<file path="src/rtl/core/crc8rpf_pkg.sv">
// Shared types, constants and the CRC-8/Maxim byte step for the framer.
// No dependencies.
`default_nettype none

package crc8rpf_pkg;

    localparam int unsigned WIN_LEN = 9;
    localparam int unsigned HELD_W  = $clog2(WIN_LEN + 1);

    localparam logic [7:0] CRC_POLY = 8'h8C;
    localparam logic [7:0] CRC_INIT = 8'h00;

    localparam int unsigned CFG_INDEX_W = 8;
    localparam logic [CFG_INDEX_W-1:0] CFG_ID_LOWEST  = CFG_INDEX_W'(0);
    localparam logic [CFG_INDEX_W-1:0] CFG_ID_HIGHEST = CFG_INDEX_W'(1);

    localparam logic [7:0] ID_LOWEST_RESET  = 8'd1;
    localparam logic [7:0] ID_HIGHEST_RESET = 8'd4;

    // one link of the cell chain: a window byte and the CRC of it and all newer bytes
    typedef struct packed {
        logic [7:0] data;
        logic [7:0] crc;
    } link_t;

    typedef struct packed {
        logic [7:0]  device_id;
        logic [7:0]  op_mode;
        logic [15:0] torque_cur;
        logic [15:0] speed_value;
        logic [15:0] position_value;
        logic [7:0]  fault_code;
    } result_t;

    // reflected CRC-8, one byte absorbed
    function automatic logic [7:0] crc8_step(input logic [7:0] crc, input logic [7:0] data);
        logic [7:0] c;
        c = crc ^ data;
        for (int b = 0; b < 8; b++)
        begin
            c = c[0] ? ((c >> 1) ^ CRC_POLY) : (c >> 1);
        end
        return c;
    endfunction

endpackage

`default_nettype wire

</file>
<file path="src/rtl/core/crc8rpf_cell.sv">
// One cell of the window chain: holds a byte and its running CRC.
// Depends on crc8rpf_pkg.
`default_nettype none

module crc8rpf_cell (
    input  wire logic               clk,
    input  wire logic               shift,
    input  wire logic [7:0]         rx_byte,
    input  wire crc8rpf_pkg::link_t link_in,
    output crc8rpf_pkg::link_t      link_out
);

    crc8rpf_pkg::link_t link_reg;
    crc8rpf_pkg::link_t link_next;

    // take the newer neighbour's byte and fold the arriving byte into its CRC
    always_comb
    begin
        link_next = link_reg;
        if (shift)
        begin
            link_next.data = link_in.data;
            link_next.crc  = crc8rpf_pkg::crc8_step(link_in.crc, rx_byte);
        end
    end

    always_ff @(posedge clk)
    begin
        link_reg <= link_next;
    end

    assign link_out = link_reg;

endmodule

`default_nettype wire

</file>
<file path="src/rtl/core/crc8rpf_result_reg.sv">
// Output register for decoded packets, with valid/ready towards the sink.
// Depends on crc8rpf_pkg.
`default_nettype none

module crc8rpf_result_reg (
    input  wire logic                 clk,
    input  wire logic                 rst_n,
    input  wire logic                 load,
    input  wire crc8rpf_pkg::result_t result_in,
    input  wire logic                 out_ready,
    output logic                      out_valid,
    output logic                      can_take,
    output crc8rpf_pkg::result_t      result_out
);

    logic                 valid_reg;
    logic                 valid_next;
    crc8rpf_pkg::result_t data_reg;
    crc8rpf_pkg::result_t data_next;

    // free when empty or when the waiting beat leaves this cycle
    assign can_take = !valid_reg || out_ready;

    always_comb
    begin
        valid_next = valid_reg;
        data_next  = data_reg;
        if (can_take)
        begin
            valid_next = load;
            if (load)
            begin
                data_next = result_in;
            end
        end
    end

    always_ff @(posedge clk or negedge rst_n)
    begin
        if (!rst_n)
        begin
            valid_reg <= 1'b0;
        end
        else
        begin
            valid_reg <= valid_next;
        end
    end

    always_ff @(posedge clk)
    begin
        data_reg <= data_next;
    end

    assign out_valid  = valid_reg;
    assign result_out = data_reg;

endmodule

`default_nettype wire

</file>
<file path="src/rtl/core/crc8_resync_packet_framer_core.sv">
// Fixed-length packet framer: takes one received byte per beat and delivers one decoded
// result per 10-byte packet whose first byte is an ID within [id_lowest, id_highest] and
// whose tenth byte is the CRC-8/Maxim (poly 0x8C reflected, init 0) of the first nine.
// Throughput is one byte per clock: a chain of nine cells holds the window, each cell
// keeping the CRC of its byte and every newer one, so the full-window CRC is always
// ready in the oldest cell and each cell folds in a single byte per beat. A result is
// registered and appears the cycle after the beat carrying the check byte; rx ready
// drops only while a result is waiting and the sink is stalling. After a match the
// window restarts empty and nine more bytes are needed before the next check. No
// clearing pass is needed after reset. Registers: index 0 id_lowest, index 1
// id_highest; other indexes are ignored. Depends on crc8rpf_pkg, crc8rpf_cell,
// crc8rpf_result_reg.
`default_nettype none

module crc8_resync_packet_framer_core (
    input  wire logic                                clk,
    input  wire logic                                rst_n,
    input  wire logic                                in_valid,
    output logic                                     in_ready,
    input  wire logic [7:0]                          rx_byte,
    output logic                                     out_valid,
    input  wire logic                                out_ready,
    output logic [7:0]                               device_id,
    output logic [7:0]                               op_mode,
    output logic signed [15:0]                       torque_cur,
    output logic signed [15:0]                       speed_value,
    output logic [15:0]                              position_value,
    output logic [7:0]                               fault_code,
    input  wire logic                                cfg_valid,
    output logic                                     cfg_ready,
    input  wire logic [crc8rpf_pkg::CFG_INDEX_W-1:0] cfg_index,
    input  wire logic [7:0]                          cfg_data
);

    localparam int unsigned WL = crc8rpf_pkg::WIN_LEN;
    localparam int unsigned HW = crc8rpf_pkg::HELD_W;

    logic [7:0]    id_lowest_reg;
    logic [7:0]    id_lowest_next;
    logic [7:0]    id_highest_reg;
    logic [7:0]    id_highest_next;
    logic [HW-1:0] held_count_reg;
    logic [HW-1:0] held_count_next;

    crc8rpf_pkg::link_t   chain [WL];
    crc8rpf_pkg::result_t result_d;
    crc8rpf_pkg::result_t result_q;

    logic in_accept;
    logic full;
    logic id_ok;
    logic match;
    logic can_take;

    assign cfg_ready = 1'b1;
    assign in_ready  = can_take;
    assign in_accept = in_valid && in_ready;

    // ---- window chain, index 0 is the oldest byte ----
    for (genvar j = 0; j < WL; j++)
    begin : g_cell
        crc8rpf_pkg::link_t link_in;
        if (j == WL - 1)
        begin : g_head
            assign link_in = '{data: rx_byte, crc: crc8rpf_pkg::CRC_INIT};
        end
        else
        begin : g_body
            assign link_in = chain[j+1];
        end

        crc8rpf_cell u_cell (
            .clk      (clk),
            .shift    (in_accept),
            .rx_byte  (rx_byte),
            .link_in  (link_in),
            .link_out (chain[j])
        );
    end

    // ---- match decision ----
    assign full  = (held_count_reg == HW'(WL));
    assign id_ok = (chain[0].data >= id_lowest_reg) && (chain[0].data <= id_highest_reg);
    assign match = full && id_ok && (chain[0].crc == rx_byte);

    always_comb
    begin
        held_count_next = held_count_reg;
        if (in_accept)
        begin
            if (match)
            begin
                held_count_next = '0;
            end
            else if (!full)
            begin
                held_count_next = held_count_reg + HW'(1);
            end
        end
    end

    // ---- configuration ----
    always_comb
    begin
        id_lowest_next  = id_lowest_reg;
        id_highest_next = id_highest_reg;
        if (cfg_valid && cfg_ready)
        begin
            case (cfg_index)
                crc8rpf_pkg::CFG_ID_LOWEST:  id_lowest_next  = cfg_data;
                crc8rpf_pkg::CFG_ID_HIGHEST: id_highest_next = cfg_data;
                default: ;
            endcase
        end
    end

    always_ff @(posedge clk or negedge rst_n)
    begin
        if (!rst_n)
        begin
            id_lowest_reg  <= crc8rpf_pkg::ID_LOWEST_RESET;
            id_highest_reg <= crc8rpf_pkg::ID_HIGHEST_RESET;
            held_count_reg <= '0;
        end
        else
        begin
            id_lowest_reg  <= id_lowest_next;
            id_highest_reg <= id_highest_next;
            held_count_reg <= held_count_next;
        end
    end

    // ---- result unpacking and output register ----
    always_comb
    begin
        result_d.device_id      = chain[0].data;
        result_d.op_mode        = chain[1].data;
        result_d.torque_cur     = {chain[2].data, chain[3].data};
        result_d.speed_value    = {chain[4].data, chain[5].data};
        result_d.position_value = {chain[6].data, chain[7].data};
        result_d.fault_code     = chain[8].data;
    end

    crc8rpf_result_reg u_result (
        .clk        (clk),
        .rst_n      (rst_n),
        .load       (in_accept && match),
        .result_in  (result_d),
        .out_ready  (out_ready),
        .out_valid  (out_valid),
        .can_take   (can_take),
        .result_out (result_q)
    );

    assign device_id      = result_q.device_id;
    assign op_mode        = result_q.op_mode;
    assign torque_cur     = $signed(result_q.torque_cur);
    assign speed_value    = $signed(result_q.speed_value);
    assign position_value = result_q.position_value;
    assign fault_code     = result_q.fault_code;

endmodule

`default_nettype wire

</file>
<file path="config.mk">
export PLATFORM = sky130hd
export DESIGN_NAME = crc8_resync_packet_framer_core
export DESIGN_NICKNAME = d
export VERILOG_FILES = /design/src/rtl/core/crc8rpf_pkg.sv /design/src/rtl/core/crc8rpf_cell.sv /design/src/rtl/core/crc8rpf_result_reg.sv /design/src/rtl/core/crc8_resync_packet_framer_core.sv
export SDC_FILE = /design/constraint.sdc
export NUM_CORES = 1
export LEC_CHECK = 0
export BUFFER_PORTS_ARGS = -buffer_cell sky130_fd_sc_hd__buf_2
export CORE_MARGIN = 5
export CORE_UTILIZATION = 45
export CTS_CLUSTER_DIAMETER = 100
export DETAILED_ROUTE_END_ITERATION = 7
export MAX_ROUTING_LAYER = met4
export PLACE_DENSITY = 0.75
export SETUP_SLACK_MARGIN = 0.3
export SLEW_MARGIN = 30
export SYNTH_ARGS = -nofsm -noshare
export SYNTH_HDL_FRONTEND = slang
export SYNTH_HIERARCHICAL = 1
export SYNTH_SLANG_ARGS = --single-unit
</file>
<file path="constraint.sdc">
create_clock -name clk -period 10 [get_ports clk]
set_clock_uncertainty 0.2 [all_clocks]
set_input_delay 1.5 -clock clk [delete_from_list [all_inputs] [get_ports clk]]
set_output_delay 1.5 -clock clk [all_outputs]
set_load 0.005 [all_outputs]
</file>
==> key figures, run 1 <==
Placed design
  • Number of port buffers: 102
  • Global placer's final weighted congestion: 0.7958
  • Placed wire-length estimate after detailed placement: 11.63 mm
  • Number of placed instances with taps included: 916
  • Area post-placement: 10,730 sq um

Critical path
  • Cells along the critical path: buf_2, xor2_1, nor4_1, o2111ai_2, nor4_1, and2_4
  • Buffers plus inverters on the worst setup path: 1
  • Critical Path Sink Type: flop
  • Category of the critical setup timing path: in2reg
  • Arrival time reported for the critical path endpoint: 3.99 ns
  • Slowest cell on crit path: and2_4
  • Startpoint of the worst register-to-register path: g_cell[0].u_cell/link_out[9]
  • Critical path's largest stage delay: 0.83 ns
  • Maximum fanout encountered on the critical timing path: 72
  • Startpoint of the worst setup timing path: rx_byte[1]
  • Type of origin of the critical path: input pin
  • CP top delay family: simple AND/OR/NAND/NOR gates
  • Library cell appearing most often on the critical path: nor4_1
  • Required time of the critical path: 9.94 ns

Floorplanning
  • Effective utilization at floorplan: 45.41%
  • Area of the die: 24,950 sq um
  • Core Area: 21,690 sq um
  • Num rows: 54
  • Die Wd: 157.9 microns
  • Number of top-level design ports: 104
  • Vertical extent of the die: 157.9 microns

Worst hold path
  • Type of the most critical hold path: reg2reg
  • Launch point of the worst hold path: g_cell[5].u_cell/link_out[13]

Run
  • Number of maximum-capacitance constraint violations: 0

Clocking
  • Root buffer cell: clkbuf_16
  • Total clock buffers created by CTS: 24
  • Clock transition at the registers of the reported paths: 0.06 ns
  • CTS H-tree depth: 1
  • Post-CTS Setup Bufs: 0
  • TritonCTS clock tree: done
  • Sink Count: 237
  • Resize count post-CTS: 0
  • Clock insertion delay at the later pin of the skew report: 0.52 ns
  • Clock tree buffer depth: 3
  • Count of hold buffers inserted by post-cts repair: 0

Global route
  • Maximum number of pins on one net before global-route repair: 97
  • GRT overflow: 0
  • GRT Util Overall: 13.60%
  • Wire length of the first global-routing pass: 25.81 mm
  • Vias in the first global route: 4,979
  • Initial antenna violation count: 0

Timing
  • Max Clock Freq: 246.5 MHz
  • Worst hold margin: 0.2460 ns
  • Shortest clock period the worst path allows after layout: 4.057 ns
  • Relative slew slack: 37.10%
  • Count of final setup violators: 0
  • Sum of negative setup slack: 0 ns
  • Max-slew violations: 0
  • Slew at the pin with the worst max-slew slack: 0.9435 ns
  • Fin crit share: 40.57%
  • Unrepaired setup endpoints after global routing: false
  • Final number of hold-violating endpoints: 0

Cells and area
  • Number of flip-flops in the largest register: 144
  • Ratio of cells with drive above 1 in the final layout: 28.24%
  • Area growth from synthesis to final layout: 16.76%
  • Final Non-Filler Cells: 960
  • Final design instance area without fill: 11,500 sq um
  • Fill cell instance count of the final layout: 1,685
  • Area of all sequential standard cells: 7014 sq um
  • Fraction of the core area covered by cells at the end of the flow: 53.02%
  • Most common library cell in the layout ignoring fill and taps: edfxtp_1
  • Area of the multi-input gates: 2766 sq um
  • Final net count: 709
  • Number of antenna repair diodes: 0
  • Top library cells by usage in the layout, fill and taps aside: edfxtp_1 (216), buf_2 (102), xnor2_1 (99), xor2_1 (44), clkbuf_16 (24)

Power
  • Ratio of total power to cell area: 322.3 nW/um^2
  • Leakage power figure: 4.288 nW
  • Peak supply drop: 0.2202 mV

Routing
  • First DRT Iteration DRCs: 210
  • Number of vias per cell after detailed routing: 4.831
  • Routed len/inst: 17.26 microns
  • Detailed Route WL: 16.57 mm
  • DRC: 0
  • Total number of vias: 4,638
  • Antenna viol nets, final: 0
  • DR pass1 iterations: 4

Synthesis
  • Average instance area after synthesis: 18.62 sq um
  • Part of the Yosys area used for sequential elements: 71.21%
  • Post-synth cell types: 41
  • Instance count of the mapped netlist: 529
  • Area of the mapped netlist: 9849 sq um
  • EDFF count, synth: 216
  • Share of the synthesized area in the top cell type: 65.85%
  • Fraction of registers with async set/reset: 8.861%
  • Cell taking the most area after synthesis: edfxtp_1
  • Number of synthesis warnings: 6
  • Flop and latch count out of synthesis: 237
  • Most instantiated flip-flop cell in the synthesis netlist: edfxtp_1
  • Largest cells by area after synthesis: edfxtp_1 (66%), xnor2_1 (8.8%), dfrtp_1 (4.8%), xor2_1 (3.9%), xnor2_2 (3.0%)

Outcome
  • Result of the run: finished clean
## cells in the mapped netlist (2+ instances only)
cell	n
edfxtp_1	216
xnor2_1	99
xor2_1	44
dfrtp_1	19
inv_1	19
ha_1	18
xnor2_2	18
nand2_1	12
o21ai_0	9
xnor2_4	9
xnor3_2	9
mux2_4	8
a21oi_1	6
nor2_1	4
nor4_1	4
nand4_1	3
nor3_1	3
a21o_1	2
a31o_2	2
conb_1	2
dfstp_2	2
nand2b_1	2
## worst register-to-register path: cells and delay by family, from the launching register on
family / cells / cell delay (ns)
AOI/OAI and AO/OA: 4 / 0.65
and+or+nand+nor: 3 / 1.34
DFF: 1 / 0.48
adders and majority gates: 1 / 0.35
## final timing paths
kind,slack [ns],depth (start not counted),to
max,5.94,6,u_result/result_out[15]
min,0.25,0,g_cell[4].u_cell/link_out[13]
max reg2reg,6.53,8,u_result/result_out[15]
min reg2reg,0.25,0,g_cell[4].u_cell/link_out[13]
max in group asynchronous,8.50,1,id_highest_reg[2]
min in group asynchronous,0.74,1,id_highest_reg[0]
## final cells by class
| type | count | area share [%] |
|---|---|---|
| Sequential cell | 237 | 60.99 |
| Multi-Input combinational cell | 277 | 24.06 |
| Clock buffer | 29 | 5.386 |
| Timing Repair Buffer | 103 | 4.504 |
| Tap cell | 280 | 3.046 |
| Clock inverter | 15 | 1.349 |
| Inverter | 19 | 0.6637 |
## report_power, final
| group | total [W] | internal (W) | leakage [nW] | switching [W] |
|---|---|---|---|---|
| clock network | 0.000873 | 0.000500 | 0.361 | 0.000373 |
| logic | 0.00128 | 0.000675 | 1.63 | 0.000607 |
| registers | 0.00155 | 0.00145 | 2.30 | 0.0000997 |
## layer usage
layer | up-vias | share of wire [%] | GRT usage (%) | routed length, microns
li1 | 2167 | - | - | -
met2 | 153 | 53 | 25.07 | 8745
met1 | 2283 | 38 | 15.14 | 6323
met4 | 0 | 2.3 | 3.412 | 376
met3 | 35 | 6.8 | 2.679 | 1127
met5 | - | 0 | - | 0
## kinds of logic (layout without fill, tap and decap cells)
| logic type | count (synthesis) | count (layout) | share of synthesized area (%) |
|---|---|---|---|
| XOR/XNOR | 179 | 179 | 20.38 |
| adder cells (fa/ha/maj) | 18 | 18 | 2.287 |
| buffers and inverters | 22 | 166 | 0.9654 |
| flip-flops | 237 | 237 | 71.21 |
| AO/OA/AOI/OAI | 28 | 28 | 1.906 |
| other | 2 | 9 | 0.07625 |
| AND/OR/NAND/NOR | 34 | 34 | 1.842 |
| multiplexers | 9 | 9 | 1.334 |
## per-stage QoR
stage / setup WS, ns / total power (W)
final: 5.943 / 0.003706
after global routing: 5.745 / 0.003891
after CTS: 5.945 / 0.003753
after global placement: 5.575 / 0.002795
after detailed placement: 5.397 / 0.002879
after floorplan: 4.583 / 0.002638
(Power assumes the default switching activity.)
==> run 2: changes to the inputs <==
clock period = 4 ns   (was 10 ns; I/O delays follow)
==> run 2 against run 1 <==
Net effect: worst setup slack got worse by 5.1 ns; sequential power rose by 150%; wire length rose by 4.1%; power rose to 2.5 times the previous value; sequential share of layout area fell by 0.75 points; die area did not move; sequential cell count did not move; hold slack got worse by 0.096 ns; register-to-register slack got worse by 5.7 ns; global-route usage rose by 0.75 points.
==> key figures, run 2 (same netlist as run 1, synthesis figures left out) <==
Timing
  • Shortest clock period the worst path allows after layout: 3.144 ns
  • Final number of hold-violating endpoints: 0 (unchanged)
  • Unrepaired setup endpoints after global routing: false
  • Sum of negative setup slack: 0 ns (unchanged)
  • Fin crit share: 78.61%
  • Max-slew violations: 0 (unchanged)
  • Count of final setup violators: 0 (unchanged)
  • Relative slew slack: 43.19% (+6.1 points)
  • Slew at the pin with the worst max-slew slack: 0.8443 ns (-0.09915 ns)
  • Max Clock Freq: 318.0 MHz

Critical path
  • Worst R2R Setup Slack: 0.86 ns (-5.67 ns)
  • Number of cells on the worst reg-to-reg path: 6 (-2)
  • Type of origin of the critical path: flop
  • Required time of the critical path: 3.99 ns (-5.95 ns)
  • Startpoint of the worst setup timing path: g_cell[0].u_cell/link_out[7]
  • Critical Path Sink Type: flop
  • Slowest cell on crit path: nor4_1
  • Critical R2R Capture: u_result/result_out[1]
  • Category of the critical setup timing path: reg2reg
  • Library cell appearing most often on the critical path: nor4_1
  • Startpoint of the worst register-to-register path: g_cell[0].u_cell/link_out[7]
  • Cells along the critical path: xor2_1, nor4_1, o2111ai_2, nor4_1, and2_4, buf_4
  • Critical path's largest stage delay: 0.74 ns (-0.09 ns)
  • Arrival time reported for the critical path endpoint: 3.13 ns (-0.86 ns)
  • Maximum fanout encountered on the critical timing path: 17 (-76%)

Global route
  • GRT overflow: 0 (unchanged)
  • GRT Util Overall: 14.35% (+0.75 points)
  • Vias in the first global route: 4,971 (-0.16%)
  • Wire length of the first global-routing pass: 27.16 mm (+5.2%)
  • Initial antenna violation count: 0 (unchanged)
  • Maximum number of pins on one net before global-route repair: 71 (-27%)

Floorplanning
  • Vertical extent of the die: 157.9 microns (unchanged)
  • Die Wd: 157.9 microns (unchanged)
  • Effective utilization at floorplan: 45.41% (unchanged)
  • Core Area: 21,690 sq um (unchanged)
  • Number of top-level design ports: 104 (unchanged)
  • Area of the die: 24,950 sq um (unchanged)
  • Num rows: 54 (unchanged)

Cells and area
  • Final net count: 716 (+0.99%)
  • Ratio of cells with drive above 1 in the final layout: 29.26% (+1.0 points)
  • Most common library cell in the layout ignoring fill and taps: edfxtp_1
  • Area growth from synthesis to final layout: 18.20%
  • Top library cells by usage in the layout, fill and taps aside: edfxtp_1 (216), buf_2 (102), xnor2_1 (99), xor2_1 (44), clkbuf_16 (25)
  • Number of antenna repair diodes: 0 (unchanged)
  • Number of flip-flops in the largest register: 144 (unchanged)
  • Final design instance area without fill: 11,640 sq um (+1.2%)
  • Final Non-Filler Cells: 967 (+0.73%)

Routing
  • Total number of vias: 4,678 (+0.86%)
  • Number of vias per cell after detailed routing: 4.838 (+0.13%)
  • Routed len/inst: 17.84 microns (+3.3%)
  • Detailed-routing wirelength on met1: 7.003 mm (+11%)
  • Antenna viol nets, final: 0 (unchanged)
  • First DRT Iteration DRCs: 264 (+26%)
  • DRC: 0 (unchanged)
  • Detailed route wirelength on metal2: 8.502 mm (-2.8%)
  • Detailed Route WL: 17.25 mm (+4.1%)
  • Highest layer used for signal routing: met4
  • Met3 wire length: 1.512 mm (+34%)
  • DR pass1 iterations: 4 (unchanged)

Clocking
  • Resize count post-CTS: 0 (unchanged)
  • Clock insertion delay at the later pin of the skew report: 0.50 ns (-0.02 ns)
  • TritonCTS clock tree: done
  • CTS H-tree depth: 1 (unchanged)
  • Total clock buffers created by CTS: 25 (+4.2%)
  • Sink Count: 237 (unchanged)
  • Root buffer cell: clkbuf_16
  • Clock tree buffer depth: 3 (unchanged)
  • Clock transition at the registers of the reported paths: 0.06 ns (about the same)

Run
  • Number of maximum-capacitance constraint violations: 0 (unchanged)

Placed design
  • Number of port buffers: 102 (unchanged)
  • Area post-placement: 10,800 sq um (+0.71%)
  • Global placer's final weighted congestion: 0.8983 (+13%)
  • Number of placed instances with taps included: 921 (+0.55%)
  • Placed wire-length estimate after detailed placement: 11.87 mm (+2.1%)

Power
  • Sum of internal, switching and leakage power: 0.009432 W (+150%)
  • Ratio of total power to cell area: 810.1 nW/um^2 (+150%)
  • Peak supply drop: 0.4710 mV (+110%)
  • Leakage power figure: 4.381 nW (+2.2%)

Worst hold path
  • Type of the most critical hold path: in2reg
  • Depth of the worst hold-timing path: 3 (+3)
  • Launch point of the worst hold path: cfg_data[2]
  • End point of the most critical hold path: id_lowest_reg[2]

Outcome
  • Result of the run: finished clean
==> run 2: changes by cell type in the layout (fill, tap and decap cells not counted), sizes merged, moves of 2 or more <==
| cell | delta |
|---|---|
| bufinv | +2 |
| buf | +5 |
| clkinv | +6 |
| inv | -2 |
| clkinvlp | -4 |
==> run 2: how the worst max path moves through the flow <==
stage / endpoint / slack (ns) / depth (start not counted)
after global placement: u_result/result_out[1] / 0.53 / 7
after CTS: u_result/result_out[16] / 0.88 / 6
after global routing: u_result/result_out[0] / 0.66 / 6
after detailed placement: u_result/result_out[16] / 0.40 / 7
final: u_result/result_out[1] / 0.86 / 6
after floorplan: g_cell[0].u_cell/link_out[0] / 0.38 / 3
==> run 2: timing repair <==
item | CTS | global route
setup buffers | 0 | 0
hold buffers | 1 | 0
endpoints found under the hold margin | 19 | 0
==> run 2: power breakdown <==
group	switching (W)	internal, W	leakage, nW
sequential	0.000247	0.00363	2.30
combinational	0.00154	0.00169	1.66
clock	0.000901	0.00142	0.416
==> run 2: critical path: cells and delay by family (launching register included) <==
kind                   cells  cell delay, ns
AND/OR/NAND/NOR            3            1.46
XOR/XNOR                   1            0.16
flip-flops                 1            0.39
AO/OA/AOI/OAI              1            0.32
buffers and inverters      1            0.30
==> run 2: per-layer routing <==
layer / up-vias / GRT usage, %
met5: - / -
li1: 2188 / -
met3: 21 / 3.089
met1: 2307 / 18.32
met4: 0 / 3.006
met2: 162 / 23.96
==> run 2: cell type report <==
class                           instances  area [sq um]
Clock buffer                           28         646.9
Multi-Input combinational cell        277          2769
Inverter                               19         75.07
Fill cell                            1684         10050
Timing Repair Buffer                  109         603.1
Tap cell                              280         350.3
Sequential cell                       237          7014
Clock inverter                         17         183.9
==> run 2: per-stage QoR <==
stage	hold WS [ns]	setup WS (ns)	utilization [%]
after floorplan	0.1044	0.3812	-
after global placement	0.2253	0.5270	49.80
after detailed placement	0.2298	0.3993	49.80
after CTS	0.1278	0.8829	53.68
after global routing	0.1316	0.6599	53.68
final	0.1501	0.8557	53.68
